### src/continuous_line_rasterizer_macros.svh
// Assertion macros for the line rasterizer.
// Used by the top level; expects signals named clk and rst in scope.
`ifndef CONTINUOUS_LINE_RASTERIZER_MACROS_SVH
`define CONTINUOUS_LINE_RASTERIZER_MACROS_SVH

// Same-cycle implication, checked outside reset.
`define CLR_ASSERT_IMP(label, ante, cons, msg) \
  label: assert property (@(posedge clk) disable iff (rst) (ante) |-> (cons)) \
    else $error(msg);

// Next-cycle implication, checked outside reset.
`define CLR_ASSERT_NXT(label, ante, cons, msg) \
  label: assert property (@(posedge clk) disable iff (rst) (ante) |=> (cons)) \
    else $error(msg);

`endif

### src/clr_pkg.sv
// Shared definitions for the line rasterizer.
// No dependencies; imported by the front end, queue, stepper and top level.
package clr_pkg;

  // Default coordinate width.
  localparam int COORD_BITS_DEF = 5;

  // Queue status seen by the front end and the stepper.
  typedef struct packed {
    logic valid;
    logic full;
  } q_stat_t;

endpackage

### src/clr_front.sv
// Front end: accepts line commands and works out deltas and step directions.
// Depends on clr_pkg (queue status type).
module clr_front #(
  parameter int COORD_BITS = clr_pkg::COORD_BITS_DEF
) (
  input  logic                      start,
  input  clr_pkg::q_stat_t          q_stat,
  input  logic [COORD_BITS-1:0]     start_x,
  input  logic [COORD_BITS-1:0]     start_y,
  input  logic [COORD_BITS-1:0]     end_x,
  input  logic [COORD_BITS-1:0]     end_y,
  output logic                      push,
  output logic [6*COORD_BITS+1:0]   cmd
);
  import clr_pkg::*;

  typedef struct packed {
    logic [COORD_BITS-1:0] x0;
    logic [COORD_BITS-1:0] y0;
    logic [COORD_BITS-1:0] xe;
    logic [COORD_BITS-1:0] ye;
    logic [COORD_BITS-1:0] dx;
    logic [COORD_BITS-1:0] dy;
    logic                  sx_neg;
    logic                  sy_neg;
  } cmd_t;

  cmd_t c;

  // Absolute deltas and direction of each axis
  always_comb begin
    c.x0     = start_x;
    c.y0     = start_y;
    c.xe     = end_x;
    c.ye     = end_y;
    c.dx     = (end_x >= start_x) ? end_x - start_x : start_x - end_x;
    c.dy     = (end_y >= start_y) ? end_y - start_y : start_y - end_y;
    c.sx_neg = (start_x >= end_x);
    c.sy_neg = (start_y >= end_y);
  end

  assign cmd  = c;
  assign push = start && !q_stat.full;

endmodule

### src/clr_queue.sv
// Two-entry command queue between the front end and the stepper.
// Depends on clr_pkg (queue status type).
module clr_queue #(
  parameter int WIDTH = 32
) (
  input  logic             clk,
  input  logic             rst,
  input  logic             push,
  input  logic [WIDTH-1:0] push_data,
  input  logic             pop,
  output logic [WIDTH-1:0] pop_data,
  output clr_pkg::q_stat_t stat
);
  import clr_pkg::*;

  logic [WIDTH-1:0] entries [2];
  logic             wr_ptr;
  logic             rd_ptr;
  logic [1:0]       count;

  // Pointers and fill count
  always_ff @(posedge clk) begin
    if (rst) begin
      wr_ptr <= 1'b0;
      rd_ptr <= 1'b0;
      count  <= 2'd0;
    end else begin
      if (push) wr_ptr <= !wr_ptr;
      if (pop)  rd_ptr <= !rd_ptr;
      case ({push, pop})
        2'b10:   count <= count + 2'd1;
        2'b01:   count <= count - 2'd1;
        default: count <= count;
      endcase
    end
  end

  // Storage
  always_ff @(posedge clk) begin
    if (push) entries[wr_ptr] <= push_data;
  end

  assign pop_data   = entries[rd_ptr];
  assign stat.valid = (count != 2'd0);
  assign stat.full  = (count == 2'd2);

endmodule

### src/clr_stepper.sv
// Back end: walks one line with the Bresenham error term, one pixel a cycle within a line.
// Depends on clr_pkg (queue status type); takes commands from clr_queue.
module clr_stepper #(
  parameter int COORD_BITS = clr_pkg::COORD_BITS_DEF
) (
  input  logic                    clk,
  input  logic                    rst,
  input  logic                    corner_fill,
  input  clr_pkg::q_stat_t        q_stat,
  input  logic [6*COORD_BITS+1:0] cmd,
  output logic                    pop,
  output logic                    result_valid,
  output logic [COORD_BITS-1:0]   pixel_x,
  output logic [COORD_BITS-1:0]   pixel_y,
  output logic                    last_pixel
);
  import clr_pkg::*;

  localparam int ERR_W = COORD_BITS + 3;

  typedef struct packed {
    logic [COORD_BITS-1:0] x0;
    logic [COORD_BITS-1:0] y0;
    logic [COORD_BITS-1:0] xe;
    logic [COORD_BITS-1:0] ye;
    logic [COORD_BITS-1:0] dx;
    logic [COORD_BITS-1:0] dy;
    logic                  sx_neg;
    logic                  sy_neg;
  } cmd_t;

  typedef enum logic [2:0] {
    ST_IDLE   = 3'b001,
    ST_RUN    = 3'b010,
    ST_CORNER = 3'b100
  } state_t;

  cmd_t                    c;
  state_t                  state, state_next;
  logic [COORD_BITS-1:0]   x, y, xe, ye;
  logic [COORD_BITS-1:0]   x_next, y_next, x_step, y_step;
  logic signed [ERR_W-1:0] err, err_next, e2, dxs, dyn;
  logic                    sx_neg, sy_neg;
  logic                    step_x, step_y, is_last;
  logic                    out_v_next, out_last_next;

  assign c = cmd;

  // Step decision for the current pixel
  always_comb begin
    e2      = err <<< 1;
    step_x  = (e2 >= dyn);
    step_y  = (e2 <= dxs);
    is_last = (step_x && (x == xe)) || (step_y && (y == ye));
    x_step  = sx_neg ? x - COORD_BITS'(1) : x + COORD_BITS'(1);
    y_step  = sy_neg ? y - COORD_BITS'(1) : y + COORD_BITS'(1);
  end

  // Sequencer: run emits the pixel, corner emits the extra brush pixel
  always_comb begin
    state_next    = state;
    x_next        = x;
    y_next        = y;
    err_next      = err;
    out_v_next    = 1'b0;
    out_last_next = 1'b0;
    pop           = 1'b0;
    unique case (state)
      ST_IDLE: begin
        if (q_stat.valid) begin
          pop        = 1'b1;
          state_next = ST_RUN;
        end
      end
      ST_RUN: begin
        out_v_next = 1'b1;
        if (is_last) begin
          out_last_next = 1'b1;
          state_next    = ST_IDLE;
        end else if (step_x && step_y && corner_fill) begin
          x_next     = x_step;
          err_next   = err + dyn;
          state_next = ST_CORNER;
        end else begin
          if (step_x) x_next = x_step;
          if (step_y) y_next = y_step;
          err_next = err + (step_x ? dyn : '0) + (step_y ? dxs : '0);
        end
      end
      ST_CORNER: begin
        out_v_next = 1'b1;
        y_next     = y_step;
        err_next   = err + dxs;
        state_next = ST_RUN;
      end
      default: state_next = ST_IDLE;
    endcase
  end

  // Control state
  always_ff @(posedge clk) begin
    if (rst) begin
      state        <= ST_IDLE;
      result_valid <= 1'b0;
      last_pixel   <= 1'b0;
    end else begin
      state        <= state_next;
      result_valid <= out_v_next;
      last_pixel   <= out_last_next;
    end
  end

  // Walk registers and output pixel
  always_ff @(posedge clk) begin
    pixel_x <= x;
    pixel_y <= y;
    if (pop) begin
      x      <= c.x0;
      y      <= c.y0;
      xe     <= c.xe;
      ye     <= c.ye;
      sx_neg <= c.sx_neg;
      sy_neg <= c.sy_neg;
      dxs    <= $signed(ERR_W'(c.dx));
      dyn    <= -$signed(ERR_W'(c.dy));
      err    <= $signed(ERR_W'(c.dx)) - $signed(ERR_W'(c.dy));
    end else begin
      x   <= x_next;
      y   <= y_next;
      err <= err_next;
    end
  end

endmodule

### src/continuous_line_rasterizer.sv
// Line rasterizer top level: config register, front end, queue and stepper.
// Depends on clr_pkg, clr_front, clr_queue, clr_stepper and the macros header.
//
// Usage:
//   A line command (start_x, start_y, end_x, end_y) is taken at a clock edge
//   with start high and busy low. busy is high while the two-entry command
//   queue is full, so up to two lines can wait behind the one being drawn.
//   Pixels come out on pixel_x / pixel_y, one per cycle within a line,
//   each marked by result_valid for exactly one cycle; last_pixel flags
//   the final pixel. With corner_fill set (cfg_we / cfg_wdata), each
//   diagonal step inserts the corner pixel at the new x and old y.
//   An accepted command waits in the queue until the idle stepper pops and
//   loads it; the next command is loaded only after the last pixel of the
//   current line. The receiver cannot stall; results are never held back.
//   Reset (rst, synchronous) empties the queue, idles the stepper and clears
//   corner_fill. The user must write corner_fill only while the block is
//   idle; the block itself does not enforce this.
`include "continuous_line_rasterizer_macros.svh"
module continuous_line_rasterizer #(
  parameter int COORD_BITS = clr_pkg::COORD_BITS_DEF
) (
  input  logic                  clk,
  input  logic                  rst,
  input  logic                  start,
  output logic                  busy,
  input  logic [COORD_BITS-1:0] start_x,
  input  logic [COORD_BITS-1:0] start_y,
  input  logic [COORD_BITS-1:0] end_x,
  input  logic [COORD_BITS-1:0] end_y,
  input  logic                  cfg_we,
  input  logic                  cfg_wdata,
  output logic                  result_valid,
  output logic [COORD_BITS-1:0] pixel_x,
  output logic [COORD_BITS-1:0] pixel_y,
  output logic                  last_pixel
);
  import clr_pkg::*;

  localparam int CMD_W = 6 * COORD_BITS + 2;

  logic             corner_fill;
  logic             push, pop;
  logic [CMD_W-1:0] push_cmd, pop_cmd;
  q_stat_t          q_stat;

  // Config register
  always_ff @(posedge clk) begin
    if (rst) begin
      corner_fill <= 1'b0;
    end else if (cfg_we) begin
      corner_fill <= cfg_wdata;
    end
  end

  assign busy = q_stat.full;

  clr_front #(.COORD_BITS(COORD_BITS)) u_front (
    .start   (start),
    .q_stat  (q_stat),
    .start_x (start_x),
    .start_y (start_y),
    .end_x   (end_x),
    .end_y   (end_y),
    .push    (push),
    .cmd     (push_cmd)
  );

  clr_queue #(.WIDTH(CMD_W)) u_queue (
    .clk       (clk),
    .rst       (rst),
    .push      (push),
    .push_data (push_cmd),
    .pop       (pop),
    .pop_data  (pop_cmd),
    .stat      (q_stat)
  );

  clr_stepper #(.COORD_BITS(COORD_BITS)) u_stepper (
    .clk          (clk),
    .rst          (rst),
    .corner_fill  (corner_fill),
    .q_stat       (q_stat),
    .cmd          (pop_cmd),
    .pop          (pop),
    .result_valid (result_valid),
    .pixel_x      (pixel_x),
    .pixel_y      (pixel_y),
    .last_pixel   (last_pixel)
  );

  // Checks
  `CLR_ASSERT_IMP(a_last_has_valid, last_pixel, result_valid, "last_pixel without a beat")
  `CLR_ASSERT_NXT(a_gap_after_last, result_valid && last_pixel, !result_valid, "no gap after line")
  `CLR_ASSERT_NXT(a_line_contiguous, result_valid && !last_pixel, result_valid, "line broken off")
  `CLR_ASSERT_NXT(a_step_x_unit, result_valid && !last_pixel, (pixel_x == $past(pixel_x)) || (pixel_x == $past(pixel_x) + 1'b1) || (pixel_x == $past(pixel_x) - 1'b1), "x jumped")

endmodule
### config.mk
export PLATFORM = sky130hd
export DESIGN_NAME = continuous_line_rasterizer
export DESIGN_NICKNAME = d
export VERILOG_FILES = /design/src/clr_pkg.sv /design/src/clr_front.sv /design/src/clr_queue.sv /design/src/clr_stepper.sv /design/src/continuous_line_rasterizer.sv
export VERILOG_INCLUDE_DIRS = /design/src /design/src/src
export SDC_FILE = /design/constraint.sdc
export NUM_CORES = 1
export LEC_CHECK = 0
export ABC_AREA = 1
export BUFFER_PORTS_ARGS = -buffer_cell sky130_fd_sc_hd__clkbuf_2
export CAP_MARGIN = 30
export CORE_ASPECT_RATIO = 1.75
export CORE_UTILIZATION = 44
export CTS_CLUSTER_DIAMETER = 30
export DETAILED_ROUTE_END_ITERATION = 12
export PLACE_DENSITY_LB_ADDON = 0.25
export REMOVE_ABC_BUFFERS = 1
export SLEW_MARGIN = 40
export SYNTH_ARGS = -nofsm -noshare
export SYNTH_HDL_FRONTEND = slang
export SYNTH_SLANG_ARGS = --single-unit
### constraint.sdc
create_clock -name clk -period 4.4 [get_ports clk]
set_input_delay 0 -clock clk [delete_from_list [all_inputs] [get_ports clk]]
set_output_delay 0 -clock clk [all_outputs]
set_load 0.01 [all_outputs]
== After elaboration in Yosys (flattened, before gate mapping) ==
Memory sizes are Yosys's and may differ from the RTL's. A register that Yosys moved wholly into a read port is not among the register bits.
Cells that the tools add are included.
Word-level totals
  bits in registers: 63
  bits in writable memories: 64
  input port bits: 25
  memories kept: 1
Memory list
  u_queue.entries: depth 2, bits a word 32, rd ports 1, clocked after Yosys merged registers in 1, write ports 1, line clr_queue.sv:16  | logic [WIDTH-1:0] entries [2];
Operators by class
  $add $sub $neg: 16
  $lt $le $gt $ge: 6
  equal/unequal tests: 14
  mux-type cells: 33
  bitwise operators: 1
  reduce and logical (&&, ||, !) cells: 20
Operators by type and width (count)
  $mux 5: 14
  $mux 8: 4
  $add 8x8->8: 3
  $ge 5x5->1: 4
  $sub 5x5->5: 4
  $pmux 8 s2: 1
  $add 5x1->5 const B: 2
  $eq 5x5->1: 2
  $pmux 5 s2: 1
  $sub 5x1->5 const B: 2
  $mux 3: 3
  $pmux 3 s3: 1
  $add 8x6->8: 1
  $ge 8x8->1: 1
  $le 8x6->1: 1
  $mux 1: 8
  $neg 5->8: 1
  $ne 3x3->1 const B: 2
  $reduce_bool 2->1: 3
  $reduce_bool 3->1: 2
  $sub 5x5->6: 1
  $logic_and 1x1->1: 5
  $eq 2x2->1 const B: 2
  $ne 2x2->1 const B: 2
  16 further kinds: 20

== Logic depth before layout (Yosys ltp) ==
Gate-level depths: netlist of the first run.
  depth after elaboration: 8
  mapped depth: 28
  gate-level depth less buffers: 27

== Modules after synthesis ==
Synthesis of the first run repeated with hierarchy kept, for this count alone.
Second synthesis, totals
  cells, all modules: 795
  area, all modules: 8013.9 um^2
By module, submodules not included
  clr_stepper: times used 1, cells each 444, area each 3951.3 um^2, seq. area each 1561.5 um^2
  clr_queue: times used 1, cells each 133, area each 2691.3 um^2, seq. area each 2021.9 um^2
  clr_front: times used 1, cells each 211, area each 1326.3 um^2, seq. area each 0.0 um^2
  continuous_line_rasterizer: times used 1, cells each 7, area each 45.0 um^2, seq. area each 20.0 um^2

== Worst setup path after synthesis of the first run ==
Ideal clock, no wire load.
  path kind: reg-to-reg
  start point: register u_stepper.err[6]
  end point: register u_stepper.err[5] (data pin)
  library setup time: 0.252 ns
  data arrival time: 3.064 ns
  data required time: 4.148 ns
  slack: 1.084 ns
  stages on the path, launching flop included: 21
  clock period less this slack: 3.316 ns
  cells stage by stage: edfxtp_1 > ha_1 > nand2_1 > inv_1 > a21oi_2 > nand3_1 > nand3_2 > buf_6 > nand2_1 > fa_1 > inv_1 > ha_1 > fa_1 > nand2_1 > nand2_1 > a21oi_1 > xnor2_1 > nand2_1 > o211ai_2 > nand2_1 > nand2_1
On the way
  word-level cells in the longest chain between the ends: 8
  elaborated cells on any way between the ends: 12
  classes of those cells: 2 x add/sub; 2 x order compare; 6 x mux; 2 x reduce/logical
Ends and longest elaborated chain
  from (decl): line clr_stepper.sv:42  | logic signed [ERR_W-1:0] err, err_next, e2, dxs, dyn;
  from (signal assigned): line clr_stepper.sv:126  | err <= $signed(ERR_W'(c.dx)) - $signed(ERR_W'(c.dy));
  from (signal assigned): line clr_stepper.sv:130  | err <= err_next;
  $ge 8x8->1: line clr_stepper.sv:52  | step_x = (e2 >= dyn);
  $mux 8: line clr_stepper.sv:87  | err_next = err + (step_x ? dyn : '0) + (step_y ? dxs : '0);
  $add 8x8->8 (2 in a row): line clr_stepper.sv:87
  $mux 8 (*): line clr_stepper.sv:80  | end else if (step_x && step_y && corner_fill) begin
  $mux 8 (*): line clr_stepper.sv:77  | if (is_last) begin
  $pmux 8 s2 (*): line clr_stepper.sv:68  | unique case (state)
  $mux 8 (*): line clr_stepper.sv:117  | if (pop) begin
Mark *: on every way between the ends. The rest lies on a longest branch, timed or not. The select of a mux whose other input is x is not followed.
A chain may end at the register's enable or synchronous reset.

== Worst setup path after layout of the first run ==
Ends and elaborated chain as after synthesis.

==> impl.org, run 1 <==
** Clock tree
- Root buffer cell :: sky130_fd_sc_hd__clkbuf_16
- CTS saw around 130 sinks.
- TritonCTS built the clock tree.
- Post-CTS Setup Repair Bufs :: 0
- Clock transition at the registers of the reported paths :: about 60 ps
- H-tree depth reported by CTS :: 4
- Hold-fix buffer count after cts :: 23
- Quantity of gates resized following cts :: 0
- At the later pin of the worst-skew pair, clock insertion delay measures approximately 420 ps.
- The longest clock path from root to sink contains 2 buffers.
- Inserted Clock Buffers :: 17

** Timing
- The number of hold violations in the final report was 0.
- FMAX :: 0.271 GHz
- Setup repair after global routing missed its margin :: no
- The clock arrives with around 15 ps of skew.
- Min cycle time layout :: 3690 ps
- Part of the cycle the worst path needs :: a little over four fifths
- Once routing completed, OpenROAD measured the worst setup slack at between 700 and 800 ps.
- In this run the tightest slew margin relative to its limit is a little over half.
- At the pin with the least slew margin, the transition time is just under 700 ps.
- Setup-violating endpoint count in the final report :: 0
- The max-slew violation total from the final report is 0.
- After routing, the total negative slack on setup checks comes to 0 ps.

** Layout
- Fill cell count :: 1433
- Count of antenna diodes in the layout :: 0
- Leaving out fill and tap cells, the most frequent cell in the layout is sky130_fd_sc_hd__nand2_1.
- Leaving out fill and tap cells, the most frequent cells in the layout are sky130_fd_sc_hd__nand2_1, sky130_fd_sc_hd__edfxtp_1, sky130_fd_sc_hd__inv_1, sky130_fd_sc_hd__ha_1, sky130_fd_sc_hd__a21oi_1.
- From synthesis to final layout, the design area changed by 17.2%.
- Of the cells placed in the final design, the portion with a size suffix greater than 1 is approximately 13%.
- Nets :: 883

** Synthesis
- Yosys warns :: 0
- Top cells by area in the synthesized netlist :: sky130_fd_sc_hd__edfxtp_1, sky130_fd_sc_hd__ha_1, sky130_fd_sc_hd__nand2_1
- Share of the synthesized area in the top cell type :: 44.4%
- Post-synthesis cell count :: ~700
- In the synthesized netlist the dominant register cell turns out to be sky130_fd_sc_hd__edfxtp_1.
- After synthesis, the mean cell area works out to a little over 10 µm².
- Ys async rst share :: 0%
- After synthesis the netlist holds a flip-flop and latch count of approximately 130.
- The synthesized design contains 106 enable-type register cells.
- Summed over all instances, the cell type with the most area after synthesis is sky130_fd_sc_hd__edfxtp_1.
- Unique masters post-synth :: 43
- Sequential-to-total area share from yosys stat :: about half
- Post-Synthesis Cell Area :: about 7200 µm²

** Worst setup path
- Worst setup path class :: flip-flop to flip-flop
- CP Max Fanout :: 11
- By instance count, the cell type seen most on the critical path is sky130_fd_sc_hd__nand2_1.
- CP max stage cell :: sky130_fd_sc_hd__fa_1
- Element type at the critical path start :: flip-flop
- Arrival time at the worst endpoint :: between 3000 and 4000 ps
- Walking the worst path, the cells encountered are ha_1 -> nand2_1 -> inv_1 -> a21oi_2 -> nand3_1 -> nand3_2 -> nand2_1 -> fa_1 -> inv_1 -> ha_1 -> fa_1 -> nand2_1 -> nand2_1 -> a21oi_1 -> xnor2_1 -> nand2_1 -> o211ai_2 -> nand2_1 -> nand2_1.
- CP Capture Type :: flip-flop
- On the worst path, the slowest cell contributes a delay of approximately 500 ps.
- Endpoint required time on the critical path :: 4560 ps

** Global routing
- Antenna violations before repair :: 0
- Maximum number of pins on one net before global-route repair :: 44
- Global routing consumed, over all layers together, 19.0% of the routing resources.
- Total congestion overflow :: 0
- The first global-routing pass estimated roughly 24000 µm of wire.
- Number of global-route vias before repair :: between 5000 and 6000

** Route
- Remaining routing DRC violations :: 0
- Wire length per cell :: approximately 15 µm
- Number of iterations in the first detailed-routing pass :: 7
- The count of nets left with antenna violations once routing finished came out at 0.
- For this block, the initial DRC count from the detailed router was between 200 and 300.
- Total length of routed wires :: ~15000 µm
- Via count :: 5031
- Vias/cell :: between 5 and 6

** Floorplan
- Overall die area :: between 15000 and 20000 µm²
- Top-level I/O count :: 38
- Overall die width :: around 98 µm
- Die span in y :: 171 µm
- FP Rows :: 61
- Initial core utilization :: 45.1%
- After floorplanning, the core was sized to cover 15900 µm².

** Placement
- Before CTS, the worst setup slack after placement is around 750 ps.
- Routability congestion estimate :: between 0.9 and 1
- After legalization and detailed placement, the total HPWL measured 11100 µm.
- Count of buffers inserted at the top-level ports :: 37

** Flow run
- Max-cap violations :: 0

** Pwr
- Leakage component of the power :: around 3.8 nW
- Peak supply drop :: between 0.3 and 0.4 mV
- Pwr/cell area :: around 860 nW/µm²

** Hold path
- In this run the worst hold path is classified as primary input to flip-flop.

** Status
- The flow ran to the end, and the final reports show no timing, DRC or antenna violations.
-- metal layers --
metal | vias up | wire length [µm] | global-route usage [%]
met4 | 0 | 515 | 10.8
met2 | 90 | 8390 | 36.7
li1 | 2510 | - | -
met1 | 2391 | 5610 | 18.8
met3 | 40 | 312 | 3.31
met5 | - | 0 | 0
-- synth_stat cells, types with 5 or more instances --
master / count
sky130_fd_sc_hd__nand2_1: 160
sky130_fd_sc_hd__edfxtp_1: 106
sky130_fd_sc_hd__inv_1: 100
sky130_fd_sc_hd__ha_1: 61
sky130_fd_sc_hd__a21oi_1: 44
sky130_fd_sc_hd__o21ai_0: 37
sky130_fd_sc_hd__nor2_1: 29
sky130_fd_sc_hd__xor2_1: 23
sky130_fd_sc_hd__dfxtp_1: 21
sky130_fd_sc_hd__nand3_1: 19
sky130_fd_sc_hd__fa_1: 15
sky130_fd_sc_hd__xnor2_1: 15
sky130_fd_sc_hd__or2_2: 10
sky130_fd_sc_hd__a31oi_1: 7
sky130_fd_sc_hd__clkbuf_1: 7
sky130_fd_sc_hd__mux2i_1: 6
sky130_fd_sc_hd__nand2_2: 5
-- through the flow --
step | hold slack (ps) | area [µm²] | utilization [%] | power (W) | cells
global route | 116 | 8400 | 52.9 | 0.00786 | 983
detailed placement | 204 | 7570 | 47.7 | 0.00581 | 929
CTS | 52.4 | 8390 | 52.8 | 0.00725 | 983
global placement | 191 | 7560 | 47.7 | 0.00575 | 929
floorplan | 62.4 | 7100 | - | 0.00484 | 698
finish | 72.3 | 8400 | 52.9 | 0.00720 | 983
-- layout make-up --
type	instances	area, µm²	share of cell area, %
clock buffers	17	425	5.07
clock inverters	14	166	1.98
inverters	102	383	4.56
multi-input cells	469	3130	37.3
flip-flops and latches	127	3600	42.9
well taps	189	236	2.82
repair buffers	65	453	5.39
-- sequential cells by signal (all words and copies together), names as in the netlist, 5 cells and up, named ones only --
register           count
u_queue.entries       64
u_stepper.dxs          5
u_stepper.dyn          8
u_stepper.err          7
u_stepper.pixel_x      5
u_stepper.pixel_y      5
u_stepper.x            5
u_stepper.xe           5
u_stepper.y            5
u_stepper.ye           5
-- logic make-up after synthesis --
family	count (synthesis)	synth area share (%)
XOR/XNOR	38	4.65
adder cells (fa/ha/maj)	76	14.8
flip-flops	127	50.3
buffers and inverters	114	6.23
AND/OR/NAND/NOR	239	14.2
multiplexers	6	0.838
AO/OA/AOI/OAI	110	8.91
-- worst max-delay path, delay by kind of cell, from the launching register on --
| family | cells | cell delay [ps] |
|---|---|---|
| xor+xnor | 1 | 80 |
| fa+ha+maj | 4 | 1490 |
| flops | 1 | 470 |
| compound gates | 3 | 380 |
| buf+inv | 2 | 110 |
| simple gates | 9 | 900 |
-- where the power goes --
part | internal (W) | switching [W]
logic | 0.00141 | 0.00225
clock network | 0.000886 | 0.000515
registers | 0.00190 | 0.000240
-- worst paths after layout --
path | from | to | slack, ps | depth (start not counted)
worst min-delay path | start | u_queue.wr_ptr | 70 | 3
worst max-delay path | u_stepper.err[6] | u_stepper.err[5] | 710 | 19
worst max register to register | u_stepper.err[6] | u_stepper.err[5] | 710 | 19
worst min register to register | u_stepper.y[0] | u_stepper.pixel_y[0] | 410 | 0
Power figures use the tool's default switching activity.
==> run 2, diff against run 1 <==
--- a/config.mk
+++ b/config.mk
@@ -6,7 +6,7 @@
 export SDC_FILE = /design/constraint.sdc
 export NUM_CORES = 1
 export LEC_CHECK = 0
-export ABC_AREA = 1
+export ABC_AREA = 0
 export BUFFER_PORTS_ARGS = -buffer_cell sky130_fd_sc_hd__clkbuf_2
 export CAP_MARGIN = 30
 export CORE_ASPECT_RATIO = 1.75
==> constraint.sdc (replaced) <==
create_clock -name clk -period 3.2 [get_ports clk]
set_input_delay 0 -clock clk [delete_from_list [all_inputs] [get_ports clk]]
set_output_delay 0 -clock clk [all_outputs]
set_load 0.01 [all_outputs]
==> run 2 against run 1 <==
The flow now finishes with violations (setup timing). Synthesized area up 0.37%. Clock skew is 5.2 ps lower. Critical path type unchanged. Sequential share of layout area fell by 3.0 points. Utilization increased by 3.7 points. Largest power group unchanged.
==> impl.org, run 2 <==
** Placement
- Detail Placement HPWL :: 11800 µm (+6.1%)
- Routability congestion estimate :: 0.933 (+0.84%)
- The setup slack after placement was -594 ps (-1340 ps).
- The number of I/O port buffers is 37 (unchanged).

** Route
- The via count of the routed design is 4931 (-2.0%).
- The average routed wire per standard cell came to 16.5 µm (+9.7%).
- The starting DRC count in detailed routing came to 174 (-33%).
- Remaining routing DRC violations :: 0 (unchanged)
- The aggregate routed wire length came to 15600 µm (+4.9%).
- The routed via count divided by cell count is 5.25 (+2.5%).
- The final antenna-violating net count came to 0 (unchanged).
- Number of iterations in the first detailed-routing pass :: 4 (-3)

** Clock tree
- The clock latency on the worst-skew pair is 410 ps (about the same).
- The clock-pin slew reported for the worst setup and hold paths after clock tree synthesis came to 60 ps (about the same).
- TritonCTS built the clock tree.
- The CTS sink count came to 127 (unchanged).
- The deepest clock path buffer count is 2 (unchanged).
- The number of levels in the clock H-tree is 4 (unchanged).
- The number of buffers inserted during clock tree synthesis came to 17 (unchanged).
- Root buffer cell :: sky130_fd_sc_hd__clkbuf_16

** Global routing
- GR peak layer :: met2
- The initial antenna violation count is 0 (unchanged).
- The met2 layer usage reported by global route is 39.3% (+2.7 points).
- The global-route usage over all layers is 19.4% (+0.40 points).
- Number of global-route vias before repair :: 5305 (+3.1%)
- Routing usage on met1 :: 17.8% (-0.95 points)
- The global-route wire length before repair is 24900 µm (+2.1%).
- The remaining global-route overflow came to 0 (unchanged).
- The maximum number of pins on one net before global-route repair is 33 (-25%).
- Met3 global-route usage :: 2.78% (-0.53 points)

** Worst setup path
- Worst setup path class :: flip-flop to flip-flop
- Element type at the critical path start :: flip-flop
- CP Capture Type :: flip-flop
- The largest driver fanout on the critical path was 4 (-7).
- Endpoint required time on the critical path :: 3370 ps (-1190 ps)
- Arrival time at the worst endpoint :: 3760 ps (-90 ps)

** Layout
- Max FFs per register :: 64 (unchanged)
- Fill cell count :: 1319 (-8.0%)
- The post-layout net count came to 839 (-5.0%).
- Largest registers ranked by flip-flop count :: u_queue.entries (64), u_stepper.dyn (8), u_stepper.err (7)
- Largest Register :: u_queue.entries
- Leaving out fill and tap cells, the most frequent cell in the layout is sky130_fd_sc_hd__edfxtp_1.
- Leading cell types in the layout, fill and taps excluded :: sky130_fd_sc_hd__edfxtp_1, sky130_fd_sc_hd__inv_1, sky130_fd_sc_hd__buf_4, sky130_fd_sc_hd__ha_1, sky130_fd_sc_hd__clkbuf_2
- Sequential Area :: 3600 µm² (unchanged)
- Share of final-layout standard cells stronger than drive strength 1 :: 24.6% (+11 points)
- Area growth from synthesis to layout :: 25.5%
- The count of antenna diodes in the layout came to 0 (unchanged).
- Area of the multi-input gates :: 3450 µm² (+10%)

** Synthesis
- The number of synthesized flops with an enable pin came to 106 (unchanged).
- The fraction of registers with async set/reset came to 0% (unchanged).
- Yosys attributes the largest share of cell area to sky130_fd_sc_hd__edfxtp_1, sky130_fd_sc_hd__ha_1, sky130_fd_sc_hd__dfxtp_1.
- Post-Synthesis Cell Area :: 7190 µm² (+0.37%)
- Post-synthesis cell count :: 606 (-15%)
- The number of warnings reported in the yosys synthesis log came to 0 (unchanged).
- Ranked by instance count, the synthesized netlist is headed by sky130_fd_sc_hd__edfxtp_1, sky130_fd_sc_hd__inv_1, sky130_fd_sc_hd__ha_1.
- The mean area per synthesized cell came to 11.9 µm² (+18%).
- Flop and latch count out of synthesis :: 127 (unchanged)
- Most used flip-flop cell after synthesis :: sky130_fd_sc_hd__edfxtp_1
- Unique masters post-synth :: 61 (+42%)
- Share of the synthesized area in the top cell type :: 44.3% (-0.16 points)
- The share of the yosys chip area belonging to registers came to 50.1% (-0.18 points).
- The biggest area contributor in the post-synthesis netlist is sky130_fd_sc_hd__edfxtp_1.
- The most common cell in the synthesized netlist is sky130_fd_sc_hd__edfxtp_1.

** Floorplan
- The area inside the core boundary is 16000 µm² (+0.48%).
- The initial cell density of the core is 45.1% (-0.051 points).
- The area of the die came to 16900 µm² (+0.36%).
- Top-level I/O count :: 38 (unchanged)
- Overall die width :: 98.6 µm (+0.18%)
- Die span in y :: 171 µm (+0.18%)
- The number of standard-cell rows in the floorplan was 61 (unchanged).

** Pwr
- Peak supply drop :: 0.694 mV (+87%)
- Post-layout total power :: 0.0110 W (+53%)
- The standby leakage power was 3.84 nW (+1.0%).
- The cell area power density is 1220 nW/µm² (+43%).

** Timing
- Worst slew margin relative to its limit :: 50.8% (-3.6 points)
- Part of the cycle the worst path needs :: 112% (+28 points)
- Max-slew violation count :: 0 (unchanged)
- Worst Tran Pin Value :: 736 ps (+57.9 ps)
- Minimum setup slack in the final design :: -393 ps (-1110 ps)
- Setup repair after global routing could not meet its margin everywhere.
- The number of hold violations in the final report came to 0 (unchanged).
- The maximum operating frequency was 0.278 GHz (+2.6%).
- The minimum period implied by the final worst setup slack came to 3590 ps (-95.0 ps).
- The setup skew after layout is 10.1 ps (-5.24 ps).
- Setup-violating endpoint count in the final report :: 4 (+4)

** Hold path
- Type of the worst min-delay path :: primary input to flip-flop

** Flow run
- The number of violations of the max-capacitance limit was 0 (unchanged).

** Status
- Failing checks :: setup timing
- Outcome :: finished, violations left
## run 2: cell count changes in the layout (fill, tap and decap cells not counted), sizes merged, moves of 12 or more
| cell | change |
|---|---|
| buf | +56 |
| o21ai | -24 |
| nand2 | -137 |
| mux2 | +15 |
| a21o | +14 |
| nand2b | +16 |
| inv | -23 |
| nand3 | -13 |
| a21oi | -12 |
| mux2i | +17 |
## run 2: metal layers
layer / vias to the layer above / wire (µm)
met5: - / 0
met4: 0 / 662
met3: 37 / 329
met2: 88 / 9030
met1: 2365 / 5540
li1: 2441 / -
## run 2: timing repair
item                                    CTS  global route
pin swaps                                18            20
endpoints found under the setup margin    5             5
hold buffers                             25             0
resized for setup                        15            24
endpoints found under the hold margin    50             0
buffers inserted                          7             4
## run 2: worst paths after layout
kind                                       start                endpoint  slack, ps  depth (start not counted)
worst max-delay path            u_stepper.err[6]        u_stepper.err[5]       -390                         15
worst min-delay path                  start_y[3]  u_queue.entries[0][25]        350                          2
worst max register to register  u_stepper.err[6]        u_stepper.err[5]       -390                         15
worst min register to register    u_stepper.y[3]    u_stepper.pixel_y[3]        430                          0
## run 2: cells by family after synthesis
family,count (synthesis),synth area share [%]
buffers and inverters,82,4.38
AOI/OAI and AO/OA,117,11.1
muxes,38,5.55
xor gates and xnor gates,40,5.06
and+or+nand+nor,126,9.01
DFF,127,50.1
adders and majority gates,76,14.8
## run 2: report_power, final
part / total, W / leakage, nW / internal [W] / switching [W]
logic: 0.00636 / 2.42 / 0.00307 / 0.00329
registers: 0.00289 / 1.16 / 0.00260 / 0.000290
clock network: 0.00178 / 0.257 / 0.00101 / 0.000763
total: 0.0110 / 3.84 / 0.00669 / 0.00434
## run 2: area by class of cell
type                            count  share of cell area (%)
Inverter                           72                    3.00
Clock inverter                     15                    1.41
Multi-Input combinational cell    397                    38.3
Tap cell                          189                    2.62
Timing Repair Buffer              123                    10.0
Clock buffer                       17                    4.72
Sequential cell                   127                    39.9
## run 2: critical path: stages (launching register included)
cell and delay (ps):
sky130_fd_sc_hd__edfxtp_1 430, sky130_fd_sc_hd__ha_4 300, sky130_fd_sc_hd__nand2b_4 120, sky130_fd_sc_hd__nand4_1 180
sky130_fd_sc_hd__a21o_1 240, sky130_fd_sc_hd__nand2_2 100, sky130_fd_sc_hd__nand2_2 70, sky130_fd_sc_hd__fa_1 530
sky130_fd_sc_hd__inv_2 60, sky130_fd_sc_hd__buf_6 110, sky130_fd_sc_hd__fa_2 410, sky130_fd_sc_hd__a21o_1 190
sky130_fd_sc_hd__a21oi_2 170, sky130_fd_sc_hd__xor2_2 210, sky130_fd_sc_hd__o211ai_2 100, sky130_fd_sc_hd__a2bb2oi_2 150
## run 2: per-stage QoR
| stage | utilization (%) | cells | setup TNS [ps] | hold WS [ps] | area, µm² |
|---|---|---|---|---|---|
| 5_1_grt | 56.6 | 940 | -1700 | 353 | 9020 |
| 2_1_floorplan | - | 596 | -789 | 69.1 | 7150 |
| 4_1_cts | 55.6 | 936 | -922 | 333 | 8870 |
| 3_3_place_gp | 49.8 | 872 | -1070 | 224 | 7950 |
| 3_5_place_dp | 49.8 | 872 | -1710 | 235 | 7950 |
| 6_report | 56.6 | 940 | -1280 | 349 | 9020 |
==> run 3, diff against run 2 <==
--- a/config.mk
+++ b/config.mk
@@ -9,7 +9,6 @@
 export ABC_AREA = 0
 export BUFFER_PORTS_ARGS = -buffer_cell sky130_fd_sc_hd__clkbuf_2
 export CAP_MARGIN = 30
-export CORE_ASPECT_RATIO = 1.75
 export CORE_UTILIZATION = 44
 export CTS_CLUSTER_DIAMETER = 30
 export DETAILED_ROUTE_END_ITERATION = 12
==> run 3 against run 2 <==
Sequential cell count stayed put. Power is 2.6% higher. Combinational power is 3% higher. Clock-buffer cell count is 3 higher. The flow still finishes with violations (setup timing). Largest cell class unchanged.
==> impl.org, run 3 (synthesis gave the netlist of run 2 again) <==
** Status
- The run finished, with violations left.
- Failing checks :: setup timing

** Worst setup path
- CP Capture Type :: flip-flop
- For this design, the slowest cell found on the critical path is sky130_fd_sc_hd__edfxtp_1.
- Grouping stages by cell kind, the critical path spends the most delay in adder cells.
- In this run the worst setup path begins at u_stepper.dyn[1].
- Buf+Inv Stages, Crit Path :: 1 (-1)
- Biggest cell delay along the critical path :: 400 ps (-130 ps)
- The endpoint identified for the worst register-to-register timing path is u_stepper.err[5].
- Cells traversed along the worst timing path :: inv_2 -> ha_4 -> nor2b_4 -> o211ai_1 -> a21o_1 -> nand2_4 -> and2_4 -> fa_2 -> ha_4 -> fa_2 -> a21o_1 -> a21oi_2 -> xor2_2 -> o211ai_2 -> a2bb2oi_2
- Endpoint required time on the critical path :: 3360 ps (about the same)
- In this run the critical register-to-register path is launched from u_stepper.dyn[1].
- Element type at the critical path start :: flip-flop
- The data arrival time of the critical path was 3650 ps (-110 ps).
- Count of cells along the worst register-to-register path :: 15 (unchanged)
- Instance count on the critical path :: 15 (unchanged)
- The minimum setup slack among reg-to-reg paths is -290 ps (+100 ps).
- The setup path with the least slack is of type flip-flop to flip-flop.
- Following the worst setup path forward leads to its endpoint at u_stepper.err[5].
- The largest driver fanout on the critical path was 5 (+1).

** Global routing
- The number of global-route vias before repair came to 5296 (-0.17%).
- First-pass GRT wire length :: 25800 µm (+3.6%)
- The initial antenna violation count is 0 (unchanged).
- Total congestion overflow :: 0 (unchanged)
- The global-route usage over all layers was 20.2% (+0.86 points).
- Maximum number of pins on one net before global-route repair :: 33 (unchanged)

** Placement
- The setup slack after placement is -555 ps (+39.8 ps).
- Routability congestion estimate :: 0.860 (-7.9%)
- Detail Placement HPWL :: 11400 µm (-3.6%)
- Count of buffers inserted at the top-level ports :: 37 (unchanged)

** Timing
- Setup repair after global routing missed its margin :: yes
- The worst hold margin is 355 ps (+5.90 ps).
- The number of hold violations in the final report is 0 (unchanged).
- The maximum operating frequency was 0.287 GHz (+3.0%).
- Min cycle time layout :: 3490 ps (-104 ps)
- Part of the cycle the worst path needs :: 109% (-3.2 points)
- Max-slew violation count :: 0 (unchanged)
- Minimum setup slack in the final design :: -289 ps (+104 ps)
- The number of setup violations in the final report is 4 (unchanged).
- The transition time at the pin with the least slew margin was 704 ps (-32.4 ps).
- Worst slew margin relative to its limit :: 52.9% (+2.2 points)
- The setup skew after layout is 6.59 ps (-3.55 ps).

** Layout
- The core occupancy in the finished layout was 57.2% (+0.60 points).
- The number of flip-flops under the largest register name was 64 (unchanged).
- The register with the most flip-flops in the final layout is u_queue.entries.
- Nets :: 842 (+0.36%)
- Count of antenna diodes in the layout :: 0 (unchanged)
- Area growth from synthesis to layout :: 26.7%
- Share of final-layout standard cells stronger than drive strength 1 :: 24.9% (+0.30 points)
- Largest registers ranked by flip-flop count :: u_queue.entries (64), u_stepper.dyn (8), u_stepper.err (7)
- The top cell types in the final layout, fill and taps aside, are sky130_fd_sc_hd__edfxtp_1, sky130_fd_sc_hd__inv_1, sky130_fd_sc_hd__buf_4, sky130_fd_sc_hd__ha_1, sky130_fd_sc_hd__clkbuf_2.
- Commonest non-fill, non-tap cell in the layout :: sky130_fd_sc_hd__edfxtp_1

** Floorplan
- The die height is 130 µm (-24%).
- The area inside the core boundary came to 15900 µm² (about the same).
- Overall die area :: 16900 µm² (-0.12%)
- Initial core utilization :: 45.1% (about the same)
- The I/O pin count was 38 (unchanged).
- Overall die width :: 130 µm (+32%)
- The number of standard-cell rows in the floorplan was 46 (-25%).

** Clock tree
- Maximum clock path buffer count :: 2 (unchanged)
- TritonCTS built the clock tree.
- Inserted Clock Buffers :: 17 (unchanged)
- The number of levels in the clock H-tree came to 4 (unchanged).
- Clock sink total :: 127 (unchanged)
- Clock tree synthesis selected as its root buffer the cell sky130_fd_sc_hd__clkbuf_16.
- The clock latency on the worst-skew pair was 410 ps (about the same).
- The clock-pin slew reported for the worst setup and hold paths after clock tree synthesis came to 60 ps (about the same).

** Pwr
- The power after layout is 0.0113 W (+2.6%).
- Leakage component of the power :: 3.87 nW (+0.91%)
- The worst ir drop on vdd came to 1.09 mV (+57%).
- The cell area power density came to 1240 nW/µm² (+1.6%).
- The total net switching power was 0.00431 W (-0.79%).
- Internal power :: 0.00702 W (+4.9%)
- Flop pwr share :: 25.7% (-0.5 points)
- Portion of total power attributed to the clock network :: 16.6% (+0.5 points)
- The part of the total power dissipated in combinational logic came to 57.7% (about the same).
- The switching part of the total power was 38.0% (-1.3 points).

** Route
- Via count :: 4943 (+0.24%)
- The final antenna-violating net count is 0 (unchanged).
- The starting DRC count in detailed routing was 249 (+43%).
- The average routed wire per standard cell is 16.0 µm (-3.4%).
- The aggregate routed wire length came to 15500 µm (-0.28%).
- The routed via count divided by cell count is 5.10 (-2.9%).
- The total iterations of the first detailed-routing run came to 5 (+1).
- Remaining routing DRC violations :: 0 (unchanged)

** Hold path
- The min-delay analysis places its worst path in the category primary input to flip-flop.

** Flow run
- Max-cap violations :: 0 (unchanged)
==> run 3: cell count changes in the layout (fill, tap and decap cells not counted), moves of 2 or more <==
cell | before | now
sky130_fd_sc_hd__nand2_2 | 8 | 6
sky130_fd_sc_hd__clkbuf_1 | 0 | 3
sky130_fd_sc_hd__bufinv_16 | 0 | 3
sky130_fd_sc_hd__buf_4 | 58 | 61
sky130_fd_sc_hd__inv_6 | 5 | 0
sky130_fd_sc_hd__clkinv_2 | 0 | 4
sky130_fd_sc_hd__mux2i_1 | 23 | 21
sky130_fd_sc_hd__mux2i_2 | 0 | 2
sky130_fd_sc_hd__nand2_4 | 0 | 2
sky130_fd_sc_hd__inv_8 | 3 | 0
==> run 3: worst min path at each step <==
| stage | slack (ps) | end | startpoint | depth (start not counted) |
|---|---|---|---|---|
| after floorplan | 70 | u_queue.count[1] | rst | 1 |
| after global placement | 230 | u_queue.entries[0][12] | end_y[0] | 1 |
| after detailed placement | 230 | u_queue.entries[1][20] | end_x[3] | 1 |
| after CTS | 350 | u_queue.entries[1][20] | end_x[3] | 2 |
| after global routing | 350 | u_queue.entries[0][15] | end_y[3] | 2 |
| final | 360 | u_queue.entries[1][20] | end_x[3] | 2 |
==> run 3: final cells by class <==
cell class / instances / area (µm²)
Fill cell: 1304 / 6830
Sequential cell: 127 / 3600
Clock buffer: 20 / 437
Multi-Input combinational cell: 397 / 3460
Timing Repair Buffer: 126 / 927
Inverter: 72 / 270
Clock inverter: 12 / 144
Tap cell: 216 / 270
==> run 3: power groups by stage <==
stage	Combinational, W	Clock, W	Sequential, W
detailed placement	0.00545	0	0.00294
global route	0.00720	0.00199	0.00296
floorplan	0.00353	0	0.00296
finish	0.00653	0.00188	0.00291
global placement	0.00531	0	0.00292
CTS	0.00609	0.00191	0.00291
==> run 3: what timing repair did <==
item	4_1_cts	5_1_grt
hold buffers	25	0
buffers inserted	7	8
endpoints found under the setup margin	5	5
resized for setup	23	22
endpoints found under the hold margin	51	0
pin swaps	16	24
==> run 3: through the flow <==
step | std cells | instance area (µm²) | setup TNS [ps]
floorplan | 596 | 7150 | -789
CTS | 963 | 8970 | -853
global route | 970 | 9110 | -1490
detailed placement | 899 | 7980 | -1620
finish | 970 | 9110 | -815
global placement | 899 | 7980 | -1180
==> run 3: metal layers <==
layer,track usage [%],wire [µm],up-vias
met5,0,0,-
met4,8.96,363,0
met3,4.06,322,26
met2,35.0,7880,66
met1,24.4,6940,2406
li1,-,-,2445
